## config.mk

```make
export PLATFORM = sky130hd
export DESIGN_NAME = cam_actuator_pulse_sequencer
export DESIGN_NICKNAME = d
export VERILOG_FILES = /design/src/hw/rtl/caps_pkg.sv /design/src/hw/rtl/cam_actuator_pulse_sequencer.sv
export SDC_FILE = /design/constraint.sdc
export NUM_CORES = 1
export LEC_CHECK = 0
export BUFFER_PORTS_ARGS = -buffer_cell sky130_fd_sc_hd__buf_2
export CORE_ASPECT_RATIO = 0.75
export CORE_MARGIN = 4
export CORE_UTILIZATION = 50
export DETAILED_ROUTE_END_ITERATION = 8
export HOLD_SLACK_MARGIN = 0.1
export PLACE_DENSITY = 0.73
export SYNTH_ARGS = -nofsm -noshare
export SYNTH_HDL_FRONTEND = slang
export SYNTH_SLANG_ARGS = --single-unit
```

## constraint.sdc

```tcl
create_clock -name clock -period 10.83 [get_ports clock]
set_clock_uncertainty 0.15 [all_clocks]
set_input_delay 1.083 -clock clock [delete_from_list [all_inputs] [get_ports clock]]
set_output_delay 1.083 -clock clock [all_outputs]
set_load 0.01 [all_outputs]
```

## src/hw/rtl/caps_pkg.sv

```systemverilog
// types, codes and constants of the cam actuator pulse sequencer
// no dependencies; used by the top level
package caps_pkg;

   typedef enum logic [1:0] {
      ACT_TYPE1  = 2'd0,
      ACT_TYPE2  = 2'd1,
      ACT_TYPE3  = 2'd2,
      ACT_ABSENT = 2'd3
   } caps_act_type;

   localparam logic CMD_TICK = 1'b0;
   localparam logic CMD_SET  = 1'b1;

   localparam logic [1:0] CSR_ACT_TYPE = 2'd0;
   localparam logic [1:0] CSR_TABLE_LO = 2'd1;
   localparam logic [1:0] CSR_TABLE_HI = 2'd2;

   localparam logic [2:0] NPOS_SHORT = 3'd3;
   localparam logic [2:0] NPOS_LONG  = 3'd6;

   // reference sequence ends
   localparam logic [3:0] REF_LAST_T1 = 4'd3;
   localparam logic [3:0] REF_LAST_T2 = 4'd6;
   localparam logic [3:0] REF_LAST_T3 = 4'd13;

   // increment sequence bounds
   localparam logic [4:0] INC_FIRST_T1 = 5'd4;
   localparam logic [3:0] INC_LAST_T1  = 4'd5;
   localparam logic [4:0] INC_FIRST_T2 = 5'd7;
   localparam logic [3:0] INC_LAST_T2  = 4'd8;
   localparam logic [4:0] INC_FIRST_T3 = 5'd14;
   localparam logic [3:0] INC_LAST_T3  = 4'd15;

   // reference loop on type 3
   localparam logic [4:0] LOOP_END_STEP   = 5'd14;
   localparam logic [4:0] LOOP_START_STEP = 5'd2;

   typedef struct packed {
      logic       drive;
      logic [2:0] position;
      logic       reached;
   } caps_result_type;

   function automatic logic [2:0] caps_num_positions(caps_act_type act);
      return (act == ACT_TYPE3) ? NPOS_LONG : NPOS_SHORT;
   endfunction

endpackage

```

## src/hw/rtl/cam_actuator_pulse_sequencer.sv

```systemverilog
// top level of the cam actuator pulse sequencer: state, pulse walk, result buffer
// depends on caps_pkg
//
//  channel | direction | handshake          | payload
//  req     | in        | req_valid/req_stall | req_cmd, req_target_position, req_sync_request
//  rsp     | out       | rsp_valid/rsp_stall | rsp_drive, rsp_current_position,
//          |           |                     | rsp_position_reached
//  csr     | in        | csr_valid/csr_ready | csr_index, csr_data
//
// one item per cycle while req_stall is low; each result is registered in the buffer
// the whole step is one pass of logic from the state registers to the result register
// a two-entry result buffer (output register plus skid) keeps req_stall registered
// req_stall rises only when both entries are full
// reset is synchronous; csr_ready is always high
module cam_actuator_pulse_sequencer
   import caps_pkg::*;
#(
   parameter int TICKS_PER_UNIT = 10,
   parameter int REF_LOOPS      = 5
) (
   input  logic        clock,
   input  logic        reset,
   input  logic        req_valid,
   output logic        req_stall,
   input  logic        req_cmd,
   input  logic [7:0]  req_target_position,
   input  logic        req_sync_request,
   output logic        rsp_valid,
   input  logic        rsp_stall,
   output logic        rsp_drive,
   output logic [2:0]  rsp_current_position,
   output logic        rsp_position_reached,
   input  logic        csr_valid,
   output logic        csr_ready,
   input  logic [1:0]  csr_index,
   input  logic [63:0] csr_data
);

   caps_act_type act_type_ff, act_type_in;
   logic [63:0]  table_lo_ff, table_lo_in;
   logic [63:0]  table_hi_ff, table_hi_in;
   logic [7:0]   req_pos_ff, req_pos_in;
   logic [2:0]   pos_ff, pos_in;
   logic         sync_ff, sync_in;
   logic         wait_ff, wait_in;
   logic         inc_ff, inc_in;
   logic [4:0]   step_ff, step_in;
   logic [3:0]   last_ff, last_in;
   logic [3:0]   tick_ff, tick_in;
   logic [7:0]   unit_ff, unit_in;
   logic [2:0]   loops_ff, loops_in;
   logic         drive_ff, drive_in;

   logic            out_valid_ff, out_valid_in;
   caps_result_type out_ff, out_in;
   logic            skid_valid_ff, skid_valid_in;
   caps_result_type skid_ff, skid_in;

   logic            accept, out_fire, csr_we;
   logic [2:0]      n_now, n_cfg;
   caps_result_type new_res;
   logic [127:0]    table_all;

   logic [4:0] a_step;
   logic [3:0] a_last;
   logic [3:0] a_tick;
   logic [7:0] a_unit;
   logic [2:0] a_loops;
   logic [2:0] a_pos;
   logic       a_wait;
   logic       a_sync;

   logic       w_done;
   logic [4:0] w_step;
   logic [3:0] w_tick;
   logic [7:0] w_unit;
   logic [2:0] w_loops;
   logic       w_drive;
   logic [7:0] w_limit;

   logic [4:0] inc_first;
   logic [3:0] inc_last;
   logic [3:0] ref_last;

   assign accept    = req_valid && !req_stall;
   assign out_fire  = out_valid_ff && !rsp_stall;
   assign csr_we    = csr_valid && csr_ready;
   assign n_now     = caps_num_positions(act_type_ff);
   assign n_cfg     = caps_num_positions(caps_act_type'(csr_data[1:0]));
   assign table_all = {table_hi_ff, table_lo_ff};

   always_comb begin
      unique case (act_type_ff)
         ACT_TYPE1: begin
            ref_last  = REF_LAST_T1;
            inc_first = INC_FIRST_T1;
            inc_last  = INC_LAST_T1;
         end
         ACT_TYPE2: begin
            ref_last  = REF_LAST_T2;
            inc_first = INC_FIRST_T2;
            inc_last  = INC_LAST_T2;
         end
         default: begin
            ref_last  = REF_LAST_T3;
            inc_first = INC_FIRST_T3;
            inc_last  = INC_LAST_T3;
         end
      endcase
   end

   // pending sync starts the reference sequence
   always_comb begin
      a_step  = step_ff;
      a_last  = last_ff;
      a_tick  = tick_ff;
      a_unit  = unit_ff;
      a_loops = loops_ff;
      a_pos   = pos_ff;
      a_wait  = wait_ff;
      a_sync  = sync_ff;
      if (sync_ff) begin
         a_step  = '0;
         a_last  = ref_last;
         a_loops = (act_type_ff == ACT_TYPE3) ? 3'(REF_LOOPS) : 3'd0;
         a_tick  = '0;
         a_unit  = '0;
         a_wait  = 1'b1;
         a_pos   = n_now;
         a_sync  = 1'b0;
      end
   end

   // one step of the pulse walk
   always_comb begin
      w_done  = a_step > {1'b0, a_last};
      w_step  = a_step;
      w_tick  = a_tick;
      w_unit  = a_unit;
      w_loops = a_loops;
      w_drive = 1'b0;
      w_limit = table_all[{a_step[3:0], 3'b000} +: 8];
      if (!w_done) begin
         w_tick = a_tick + 4'd1;
         if (w_tick >= 4'(TICKS_PER_UNIT)) begin
            w_unit = a_unit + 8'd1;
            w_tick = '0;
         end
         if (w_unit < w_limit) begin
            w_drive = (act_type_ff == ACT_TYPE3) ? !a_step[0] : a_step[0];
         end else begin
            w_step = a_step + 5'd1;
            if (a_loops != 3'd0 && w_step == LOOP_END_STEP) begin
               w_loops = a_loops - 3'd1;
               w_step  = LOOP_START_STEP;
            end
            w_unit = '0;
         end
      end
   end

   always_comb begin
      act_type_in = act_type_ff;
      table_lo_in = table_lo_ff;
      table_hi_in = table_hi_ff;
      req_pos_in  = req_pos_ff;
      pos_in      = pos_ff;
      sync_in     = sync_ff;
      wait_in     = wait_ff;
      inc_in      = inc_ff;
      step_in     = step_ff;
      last_in     = last_ff;
      tick_in     = tick_ff;
      unit_in     = unit_ff;
      loops_in    = loops_ff;
      drive_in    = drive_ff;

      if (csr_we) begin
         unique case (csr_index)
            CSR_ACT_TYPE: begin
               act_type_in = caps_act_type'(csr_data[1:0]);
               sync_in     = 1'b0;
               wait_in     = 1'b0;
               inc_in      = 1'b0;
               req_pos_in  = {5'd0, n_cfg};
               pos_in      = n_cfg;
            end
            CSR_TABLE_LO: table_lo_in = csr_data;
            CSR_TABLE_HI: table_hi_in = csr_data;
            default: ;
         endcase
      end

      if (accept) begin
         if (req_cmd == CMD_SET) begin
            sync_in    = req_sync_request;
            req_pos_in = req_target_position;
         end else if (act_type_ff != ACT_ABSENT) begin
            step_in  = a_step;
            last_in  = a_last;
            tick_in  = a_tick;
            unit_in  = a_unit;
            loops_in = a_loops;
            pos_in   = a_pos;
            wait_in  = a_wait;
            sync_in  = a_sync;
            if (a_wait) begin
               step_in  = w_step;
               tick_in  = w_tick;
               unit_in  = w_unit;
               loops_in = w_loops;
               drive_in = w_drive;
               if (w_done) begin
                  pos_in  = '0;
                  inc_in  = 1'b0;
                  wait_in = 1'b0;
               end
            end else if (req_pos_ff != {5'd0, a_pos} && req_pos_ff < {5'd0, n_now}) begin
               if (a_pos >= n_now) begin
                  sync_in = 1'b1;
               end else if (!inc_ff) begin
                  step_in  = inc_first;
                  last_in  = inc_last;
                  loops_in = '0;
                  tick_in  = '0;
                  unit_in  = '0;
                  inc_in   = 1'b1;
               end else begin
                  step_in  = w_step;
                  tick_in  = w_tick;
                  unit_in  = w_unit;
                  loops_in = w_loops;
                  drive_in = w_drive;
                  if (w_done) begin
                     pos_in = (a_pos < n_now - 3'd1) ? a_pos + 3'd1 : 3'd0;
                     inc_in = 1'b0;
                  end
               end
            end
         end
      end
   end

   always_comb begin
      new_res.drive    = drive_in;
      new_res.position = pos_in;
      new_res.reached  = (req_pos_in == {5'd0, pos_in}) && (pos_in < n_now);
   end

   // result buffer
   always_comb begin
      out_valid_in  = out_valid_ff;
      out_in        = out_ff;
      skid_valid_in = skid_valid_ff;
      skid_in       = skid_ff;
      if (accept) begin
         if (!out_valid_ff || out_fire) begin
            out_valid_in = 1'b1;
            out_in       = new_res;
         end else begin
            skid_valid_in = 1'b1;
            skid_in       = new_res;
         end
      end else if (out_fire) begin
         if (skid_valid_ff) begin
            out_in        = skid_ff;
            skid_valid_in = 1'b0;
         end else begin
            out_valid_in = 1'b0;
         end
      end
   end

   always_ff @(posedge clock) begin
      if (reset) begin
         act_type_ff   <= ACT_ABSENT;
         table_lo_ff   <= '0;
         table_hi_ff   <= '0;
         req_pos_ff    <= {5'd0, NPOS_SHORT};
         pos_ff        <= NPOS_SHORT;
         sync_ff       <= 1'b0;
         wait_ff       <= 1'b0;
         inc_ff        <= 1'b0;
         step_ff       <= '0;
         last_ff       <= '0;
         tick_ff       <= '0;
         unit_ff       <= '0;
         loops_ff      <= '0;
         drive_ff      <= 1'b0;
         out_valid_ff  <= 1'b0;
         skid_valid_ff <= 1'b0;
      end else begin
         act_type_ff   <= act_type_in;
         table_lo_ff   <= table_lo_in;
         table_hi_ff   <= table_hi_in;
         req_pos_ff    <= req_pos_in;
         pos_ff        <= pos_in;
         sync_ff       <= sync_in;
         wait_ff       <= wait_in;
         inc_ff        <= inc_in;
         step_ff       <= step_in;
         last_ff       <= last_in;
         tick_ff       <= tick_in;
         unit_ff       <= unit_in;
         loops_ff      <= loops_in;
         drive_ff      <= drive_in;
         out_valid_ff  <= out_valid_in;
         skid_valid_ff <= skid_valid_in;
      end
   end

   always_ff @(posedge clock) begin
      out_ff  <= out_in;
      skid_ff <= skid_in;
   end

   assign req_stall            = skid_valid_ff;
   assign rsp_valid            = out_valid_ff;
   assign rsp_drive            = out_ff.drive;
   assign rsp_current_position = out_ff.position;
   assign rsp_position_reached = out_ff.reached;
   assign csr_ready            = 1'b1;

endmodule

```

After elaboration in Yosys (flattened, before gate mapping) --
Index checks and enable logic that the tools add are counted. W data, S select, Z words.
Word-level totals: register bits 181, latch bits 0, RAM bits 0, logic and storage cells 180, ROM bits 0, memories kept 0
Cells by class: multiplexer cells 107, $mul 0, shift-type cells 1, reductions and logical operators 23, order comparisons 7, equality and inequality tests 12, add/subtract/negate cells 6, div/mod/pow operators 0, bitwise gates (word level) 2
Operator list (count):
- $shiftx A128 B8 Y8 | 1
- $mux W8 | 13
- $mux W3 | 24
- $mux W5 | 12
- $mux W4 | 12
- $mux W1 | 43
- $pmux W4 S2 | 3
- $reduce_and A2 Y1 | 5
- $reduce_and A3 Y1 | 3
- $add A8 B1 Y8 const B | 1
- $eq A8 B3 Y1 | 1
- $lt A8 B3 Y1 | 1
- $lt A8 B8 Y1 | 1
- $ne A8 B3 Y1 | 1
- $eq A2 B2 Y1 const B | 3
- $lt A3 B3 Y1 | 2
- $sub A3 B1 Y3 const B | 2
- $add A5 B1 Y5 const B | 1
- $eq A5 B4 Y1 const B | 1
- $gt A5 B4 Y1 | 1
- $logic_and A1 B1 Y1 | 5
- $add A4 B1 Y4 const B | 1
- $eq A2 B1 Y1 const B | 2
- $ge A4 B4 Y1 const B | 1
- other kinds (10) | 18

Logic depth before layout (Yosys ltp) --
Gate-level depths: netlist of the first run.
depth in word-level cells 17, mapped depth 21, gate-level depth less buffers 17

Worst setup path before layout of the first run --
No wires, ideal clock.
kind register to register, from reg sync_ff, to reg out_ff (netlist bit rsp_position_reached) (data pin), buffers on the path 5, arrival time 4.147 ns, required time 10.412 ns, clock period less this slack 4.565 ns, cell stages (with the launch flop) 20, setup time 0.268 ns, setup slack 6.265 ns, cell sequence dfxtp_1 > buf_4 > buf_6 > buf_4 > buf_2 > buf_1 > nand2_1 > a21boi_0 > ha_1 > and4_1 > a221oi_1 > nand2b_1 > nand3_2 > o311a_1 > or2_2 > ha_1 > a21boi_0 > o41ai_2 > a21oi_1 > o31ai_2
RTL lines:
- start, declared | line cam_actuator_pulse_sequencer.sv:44 | logic sync_ff, sync_in;
- start signal, assigned | line cam_actuator_pulse_sequencer.sv:298 | sync_ff <= sync_in;
- end signal, assigned | line cam_actuator_pulse_sequencer.sv:313 | out_ff <= out_in;
- end, declared | line cam_actuator_pulse_sequencer.sv:55 | caps_result_type out_ff, out_in;

==> results_dict.tcl, run 1 <==
set metrics [dict create \
    outcome "finished clean" \
    cp-end-kind "flip-flop" \
    routed_wl_mm 27.0 \
    vias 8957 \
    drtIter0Drc 1088 \
    worstPathRequired_ns 10.85 \
    synth_adder_area_share_pct 3.29 \
    dr.pass1.iters 5 \
    critPathMaxFanout 55 \
    async_flop_share_pct 0 \
    synthSimpleGateAreaFrac_pct 24.2 \
    fin_total_pwr_mw 1.53 \
    final_hold_viol_count 0 \
    wl_per_cell_um 17.9 \
    p_per_area_nw_per_um2 144 \
    seq_area_um2 3730 \
    synth_edf_count 10 \
    postCtsResizedCells 0 \
    cts_tree "done" \
    numCtsBuffers 17 \
    crit_end "rsp_position_reached" \
    synth_top_area_cell "dfxtp_1" \
    synth_compound_area_share_pct 22.1 \
    ff2ff_setup_slack_ns 5.07 \
    num_io_pins 89 \
    syn_nets 1326 \
    ys_seq_elements 181 \
    hpwl_mm 18.4 \
    r2r_end "rsp_position_reached" \
    holdPathStages 2 \
    htree_num_levels 4 \
    start_util_pct 51.2 \
    worstReg2RegStart "sync_ff" \
    placementRows 43 \
    max_freq_ghz 0.174 \
    numPortBuffers 87 \
    ir_worst_vdd_mv 0.109 \
    gp_congestion 0.910 \
    fill_cells 1752 \
    root_buffer "clkbuf_16" \
    holdBufCountCts 0 \
    grt_pass1_vias 8310 \
    yosys-top-cells-area "dfxtp_1, nand2_1, a21oi_1" \
    critical_path_class "reg2reg" \
    synth.distinct_cells 89 \
    holdWs_ns 0.306 \
    clk-insertion-delay-late_ns 0.43 \
    multiInputGateArea_um2 5350 \
    post-route-drc-count 0 \
    fin_tns_setup_ns 0 \
    muxShareOfSynthArea_pct 5.33 \
    drtAntennaViolNets 0 \
    via_per_inst 5.92 \
    postCtsSetupRepairBufs 0 \
    period_needed_ns 5.76 \
    core_region_area_um2 18600 \
    syn2layout_area_growth_pct 11.3 \
    grt_pass1_wl_mm 43.3 \
    setup_viol 0 \
    grt_remaining_overflow 0 \
    track_usage_pct 24.9 \
    die_h_um 127 \
    die_area_um2 21300 \
    netlist_area_um2 9500 \
    hp-class "reg2reg" \
    critPathArrivalTime_ns 5.78 \
    clockBufferDepth 2 \
    cts.clk_slew.worst_paths_ns 0.07 \
    synthFlopType "dfxtp_1" \
    tightest_slew_ns 1.07 \
    synth_top_family_by_area "simple AND/OR/NAND/NOR gates" \
    antenna_cells 0 \
    synthCells 1220 \
    startpoint "sync_ff" \
    synth_xor_area_share_pct 1.20 \
    max_slew_margin_pct 28.6 \
    synth.top_cell.area_share_pct 36.0 \
    nNetsFinal 1358 \
    avgSynthCellArea_um2 7.79 \
    period_share_pct 53.2 \
    start_kind "flip-flop" \
    drive_above_1_share_pct 15.2 \
    ys.warnings.count 0 \
    ys_seq_area_share_pct 39.2 \
    maxCapViolCount 0 \
    grt_max_degree 99 \
    die_x_um 167 \
    static-leakage-power_nw 3.94 \
    antenna_found_initial 0 \
    final_max_slew_viol_count 0 \
    clock_sinks 181 \
    reg2regPathDepth 15 \
    rsz0062_at_grt "false" \
]
[logic make-up after synthesis]
family,count (synthesis)
simple gates,517
fa+ha+maj,25
flops,181
compound gates,330
xor+xnor,13
mux,48
buf+inv,105
other cells,1
[report_power, final]
part	switching [mW]	internal [mW]
Sequential	0.0131	0.693
Clock	0.285	0.355
Combinational	0.120	0.0621
Total	0.418	1.11
[worst max-delay path, cell delays in order, from the launching register on]
cell and delay, ns:
dfxtp_2 0.31, buf_4 0.30, nor2b_2 0.89, inv_2 0.28
ha_1 0.36, and4_1 0.21, a221oi_1 0.44, nand2b_1 0.67
nand3_2 0.26, o311a_1 0.36, or2_2 0.33, ha_1 0.29
a21boi_0 0.22, o41ai_2 0.11, a21oi_1 0.24, o31ai_2 0.09
[flip-flops by register name, indices dropped and copies added (netlist names)]
name / count
loops_ff: 3
rsp_drive: 1
rsp_valid: 1
inc_ff: 1
unit_ff: 8
skid_ff: 5
rsp_current_position: 3
drive_ff: 1
step_ff: 5
tick_ff: 4
req_pos_ff: 8
wait_ff: 1
last_ff: 4
req_stall: 1
rsp_position_reached: 1
table_hi_ff: 64
sync_ff: 1
pos_ff: 3
table_lo_ff: 64
act_type_ff: 2
[per-layer routing]
layer | vias up | routed length, µm | track usage [%]
met5 | - | 0 | 0
met4 | 0 | 381 | 6.58
met3 | 40 | 2330 | 5.60
met2 | 367 | 11700 | 36.5
met1 | 4202 | 12600 | 37.0
li1 | 4348 | - | -
[cell usage in the layout (no fill, tap or decap), drive strengths merged, types with 10 or more instances in the layout]
cell and count:
a21oi 173, a221oi 24, buf 97, clkbuf 19, dfxtp 171, edfxtp 10, ha 25, inv 27
mux2 21, mux2i 27, nand2 327, nand2b 13, nand3 19, nor2 65, nor2b 17, nor3 21
o211ai 12, o21ai 39
[per-stage QoR]
| step | utilization (%) | instance area [µm²] | std cells | setup slack (ns) |
|---|---|---|---|---|
| CTS | 57.0 | 10600 | 1512 | 5.12 |
| global route | 57.0 | 10600 | 1512 | 4.67 |
| finish | 57.0 | 10600 | 1512 | 5.07 |
| global placement | 53.7 | 9980 | 1480 | 5.25 |
| detailed placement | 53.7 | 9980 | 1480 | 5.14 |
| floorplan | - | 9500 | 1220 | 6.27 |
[synth_stat cells, types with 8 or more instances]
cell	count
nor2_1	64
o21ai_0	35
a21oi_1	170
clkbuf_1	64
inv_1	15
nand2b_1	12
nor3_1	20
a22oi_1	8
mux2_2	21
a31oi_1	9
mux2i_1	27
nand2_1	325
edfxtp_1	10
nand3_1	17
o211ai_1	12
nor2b_1	17
dfxtp_1	171
ha_1	25
a221oi_1	23
[cell type report]
cell class / count / share of cell area [%]
timing repair buffer: 97 / 4.85
inverter: 21 / 0.769
sequential: 181 / 35.2
multi-input combinational: 934 / 50.6
tap: 247 / 2.92
clock buffer: 19 / 4.19
clock inverter: 13 / 1.49
[worst min path at each step]
stage / start / endpoint / slack (ns)
2_1_floorplan: loops_ff[0] / loops_ff[0] / 0.28
3_3_place_gp: loops_ff[0] / loops_ff[0] / 0.28
3_5_place_dp: table_lo_ff[13] / table_lo_ff[13] / 0.30
4_1_cts: table_hi_ff[39] / table_hi_ff[39] / 0.31
5_1_grt: table_lo_ff[27] / table_lo_ff[27] / 0.32
6_report: table_hi_ff[39] / table_hi_ff[39] / 0.31
(Power assumes the default switching activity.)
==> run 2: changes to the inputs <==
- PLACE_DENSITY: 0.73 -> 0.76
- clock period: 10.83 -> 5.2 ns (I/O delays scaled with it)
==> run 2 against run 1 <==
Effect of this change:
- wire length up 1.4%
- critical endpoint is now loops_ff[1]
- combinational power grew 110%
- highest routed layer unchanged
- fmax grew 25%
- global-route usage increased by 0.40 points
- critical path type unchanged
==> results_dict.tcl, run 2 (synthesized netlist as in run 1, its figures left out) <==
set metrics [dict create \
    drtIter0Drc 1246 \
    worstPathRequired_ns 5.38 \
    grt_pass1_vias 8208 \
    start_kind "flip-flop" \
    dr.pass1.iters 5 \
    die_h_um 127 \
    postCtsSetupRepairBufs 0 \
    gp_congestion 0.946 \
    start_util_pct 51.2 \
    reg_top3 "table_hi_ff x64, table_lo_ff x64" \
    final_max_slew_viol_count 0 \
    drtAntennaViolNets 0 \
    maxCapViolCount 0 \
    mostFrequentLayoutCell "nand2_1" \
    track_usage_pct 25.3 \
    critical_path_class "reg2reg" \
    r2r_end "loops_ff[1]" \
    wl_per_cell_um 18.0 \
    ff2ff_setup_slack_ns 0.58 \
    topRoutingLayerUsed "met4" \
    tightest_slew_ns 1.11 \
    fin_total_pwr_mw 3.27 \
    numPortBuffers 87 \
    num_io_pins 89 \
    vias 9111 \
    via_per_inst 5.99 \
    grt_remaining_overflow 0 \
    fin_tns_setup_ns 0 \
    die_area_um2 21300 \
    ir_worst_vdd_mv 0.165 \
    met3_length_mm 2.71 \
    max_slew_margin_pct 25.7 \
    clock_sinks 181 \
    hold_end "table_lo_ff[28]" \
    die_x_um 167 \
    numCtsBuffers 17 \
    static-leakage-power_nw 4.01 \
    syn2layout_area_growth_pct 12.6 \
    antenna_cells 0 \
    drive_above_1_share_pct 15.8 \
    rsz0062_at_grt "false" \
    antenna_found_initial 0 \
    p_per_area_nw_per_um2 306 \
    final_hold_viol_count 0 \
    hp-class "in2reg" \
    root_buffer "clkbuf_16" \
    htree_num_levels 4 \
    drt-met1-wl_mm 12.7 \
    cts.clk_slew.worst_paths_ns 0.07 \
    cp-end-kind "flip-flop" \
    routed_wl_mm 27.4 \
    critPathArrivalTime_ns 4.79 \
    period_needed_ns 4.62 \
    nNetsFinal 1368 \
    holdPathStages 3 \
    cts_tree "done" \
    layout_common_cells "nand2_1, a21oi_1, dfxtp_1" \
    setup_viol 0 \
    post-route-drc-count 0 \
    hpwl_mm 18.5 \
    worstReg2RegStart "sync_ff" \
    reg2regPathDepth 16 \
    clockBufferDepth 2 \
    route.met2.wl_mm 11.7 \
    grt_max_degree 104 \
    clk-insertion-delay-late_ns 0.43 \
    period_share_pct 88.8 \
    critPathMaxFanout 45 \
    outcome "finished clean" \
    grt_pass1_wl_mm 44.0 \
    max_freq_ghz 0.217 \
    core_region_area_um2 18600 \
    min_from "csr_data[28]" \
    placementRows 43 \
]
-- run 2: how the worst max path moves through the flow --
stage	from	to	slack, ns
2_1_floorplan	sync_ff	rsp_position_reached	0.64
3_3_place_gp	sync_ff	loops_ff[2]	0.54
3_5_place_dp	sync_ff	loops_ff[1]	0.46
4_1_cts	sync_ff	loops_ff[1]	0.32
5_1_grt	sync_ff	loops_ff[1]	0.12
6_report	sync_ff	loops_ff[1]	0.58
-- run 2: critical path, cell delays in order (launching register included) --
cell     delay [ns]
dfxtp_4        0.65
nor2b_1        0.16
ha_1           0.25
xnor2_1        0.25
o211a_1        0.30
nand4_1        0.20
or2_2          0.35
xor2_1         0.21
nor2_1         0.07
ha_1           0.32
nand4_1        0.09
a21oi_1        0.32
o21a_1         0.28
inv_1          0.08
nor3_1         0.44
o32ai_1        0.15
a22o_1         0.21
-- run 2: metal layers --
| layer | vias to the layer above | GRT usage, % |
|---|---|---|
| met3 | 28 | 6.09 |
| met4 | 0 | 5.53 |
| met5 | - | 0 |
| li1 | 4356 | - |
| met2 | 439 | 36.4 |
| met1 | 4288 | 38.4 |
-- run 2: layout make-up --
cell class                      instances  area (µm²)
Clock buffer                           21         482
Clock inverter                         11         160
Fill cell                            1674        7870
Inverter                               21        81.3
Multi-Input combinational cell        934        5350
Sequential cell                       181        3730
Tap cell                              247         309
Timing Repair Buffer                  107         588
-- run 2: through the flow --
| step | instance area [µm²] | hold slack (ns) | instances | utilization (%) | setup slack (ns) |
|---|---|---|---|---|---|
| 2_1_floorplan | 9500 | 0.275 | 1220 | - | 0.635 |
| 3_3_place_gp | 10100 | 0.289 | 1490 | 54.1 | 0.543 |
| 3_5_place_dp | 10100 | 0.295 | 1490 | 54.1 | 0.458 |
| 4_1_cts | 10700 | 0.172 | 1522 | 57.6 | 0.323 |
| 5_1_grt | 10700 | 0.169 | 1522 | 57.6 | 0.121 |
| 6_report | 10700 | 0.180 | 1522 | 57.6 | 0.584 |
-- run 2: power breakdown --
group	switching [mW]	total, mW	internal (mW)
combinational	0.250	0.387	0.137
clock	0.583	1.41	0.824
sequential	0.0336	1.48	1.44
-- run 2: repair_timing --
action	CTS	global route
resized for setup	0	1
hold buffers	0	0
endpoints found under the setup margin	0	6
endpoints found under the hold margin	0	0
==> run 3: changes to the inputs <==
- CAP_MARGIN: default -> 20
- PLACE_DENSITY: 0.76 -> 0.73
- clock period: 5.2 -> 5 ns (I/O delays scaled with it)
==> run 3 against run 2 <==
Effect of this change:
- wire length grew 1.6%
- cell count grew 0.20%
- sequential power grew 3%
- worst setup slack lost 0.16 ns
- via count shrank 0.66%
- non-clock buffer count grew 3
- flip-flop and latch count is the same
- register-to-register slack lost 0.16 ns
- clock power is essentially flat
==> results_dict.tcl, run 3 (synthesized netlist as in run 1, its figures left out) <==
set metrics [dict create \
    outcome "finished clean" \
    grt_remaining_overflow 0 \
    clockBufferDepth 2 \
    dr.pass1.iters 5 \
    final_area_um2 10700 \
    setup_viol 0 \
    drtAntennaViolNets 0 \
    clock_sinks 181 \
    antenna_found_initial 0 \
    grt_pass1_wl_mm 44.5 \
    period_needed_ns 4.58 \
    core_region_area_um2 18600 \
    layout.cells.non_filler 1525 \
    numCtsBuffers 17 \
    numPortBuffers 87 \
    cts.clk_slew.worst_paths_ns 0.08 \
    ir_worst_vdd_mv 0.228 \
    holdWs_ns 0.150 \
    max_freq_ghz 0.218 \
    cts_tree "done" \
    worstReg2RegStart "sync_ff" \
    critical_path_class "reg2reg" \
    syn2layout_area_growth_pct 12.7 \
    clk-insertion-delay-late_ns 0.44 \
    htree_num_levels 4 \
    grt_max_degree 106 \
    root_buffer "clkbuf_16" \
    p_per_area_nw_per_um2 316 \
    fin_tns_setup_ns 0 \
    die_x_um 167 \
    reg_top3 "table_hi_ff x64, table_lo_ff x64" \
    final_hold_viol_count 0 \
    drtIter0Drc 1116 \
    maxCapViolCount 0 \
    final_max_slew_viol_count 0 \
    rsz0062_at_grt "false" \
    reg2regPathDepth 16 \
    path_cells "nor2b_1 > ha_1 > xnor2_1 > o211a_1 > nand4_1 > or2_2 > xor2_1 > nor2_1 > ha_1 > nand4_1 > a21oi_1 > o21a_1 > inv_1 > nor3_1 > nand2_1 > a32o_1" \
    fin_total_pwr_mw 3.38 \
    start_kind "flip-flop" \
    via_per_inst 5.94 \
    holdPathStages 3 \
    detailed_place.area_um2 10100 \
    cpPeakStageDelay_ns 0.60 \
    die_h_um 127 \
    multiInputGateArea_um2 5350 \
    max_slew_margin_pct 26.2 \
    die_area_um2 21300 \
    gp_congestion 0.897 \
    layout_common_cells "nand2_1, a21oi_1, dfxtp_1" \
    vias 9051 \
    worstPathRequired_ns 5.18 \
    fill_cells 1725 \
    seq_area_um2 3730 \
    hpwl_mm 18.8 \
    num_io_pins 89 \
    start_util_pct 51.2 \
    place_inst 1493 \
    min_from "csr_data[18]" \
    period_share_pct 91.5 \
    drive_above_1_share_pct 16.1 \
    routed_wl_mm 27.8 \
    critPathSlowestCell "dfxtp_4" \
    critPathArrivalTime_ns 4.76 \
    hold_end "table_hi_ff[18]" \
    r2r_end "loops_ff[2]" \
    critPathMaxFanout 37 \
    wl_per_cell_um 18.2 \
    tightest_slew_ns 1.11 \
    track_usage_pct 25.7 \
    nNetsFinal 1371 \
    ff2ff_setup_slack_ns 0.42 \
    mostFrequentLayoutCell "nand2_1" \
    post-route-drc-count 0 \
    placementRows 43 \
    grt_pass1_vias 8352 \
    antenna_cells 0 \
    hp-class "in2reg" \
    static-leakage-power_nw 4.02 \
    cp-end-kind "flip-flop" \
]
## run 3: worst max path at each step
stage | cells past startpoint | start | end | slack [ns]
2_1_floorplan | 19 | sync_ff | rsp_position_reached | 0.44
3_3_place_gp | 16 | sync_ff | loops_ff[2] | 0.42
3_5_place_dp | 16 | sync_ff | loops_ff[2] | 0.30
4_1_cts | 16 | sync_ff | loops_ff[2] | 0.21
5_1_grt | 16 | sync_ff | loops_ff[2] | 0.09
6_report | 16 | sync_ff | loops_ff[2] | 0.42
## run 3: layout make-up
| type | count | share of cell area [%] |
|---|---|---|
| Clock inverter | 12 | 1.45 |
| Multi-Input combinational cell | 934 | 49.9 |
| Clock buffer | 20 | 4.46 |
| Sequential cell | 181 | 34.8 |
| Timing Repair Buffer | 110 | 5.70 |
| Inverter | 21 | 0.759 |
| Tap cell | 247 | 2.89 |
## run 3: metrics by stage
| step | util [%] | worst slack (ns) |
|---|---|---|
| after floorplan | - | 0.435 |
| after global placement | 54.3 | 0.418 |
| after detailed placement | 54.3 | 0.297 |
| after CTS | 57.7 | 0.207 |
| after global routing | 57.7 | 0.0913 |
| final | 57.7 | 0.423 |
## run 3: repair_timing
action	CTS	global route
endpoints found under the setup margin	0	6
hold buffers	0	0
buffers inserted	0	0
resized for setup	0	1
## run 3: worst max-delay path, delay by kind of cell, from the launching register on
kind / cells / cell delay, ns
fa+ha+maj: 2 / 0.55
flops: 1 / 0.60
simple gates: 7 / 1.44
compound gates: 4 / 1.14
buf+inv: 1 / 0.07
xor+xnor: 2 / 0.50
## run 3: per-layer routing
metal	track usage (%)	routed length, µm	up-vias
met5	0	0	-
li1	-	-	4369
met1	38.0	12900	4275
met4	6.63	361	0
met3	5.88	2570	38
met2	38.0	12000	369
## run 3: power by group
group	switching, mW	total [mW]	internal [mW]
Clock	0.633	1.44	0.811
Combinational	0.258	0.402	0.144
Sequential	0.0341	1.53	1.50
Total	0.925	3.38	2.46
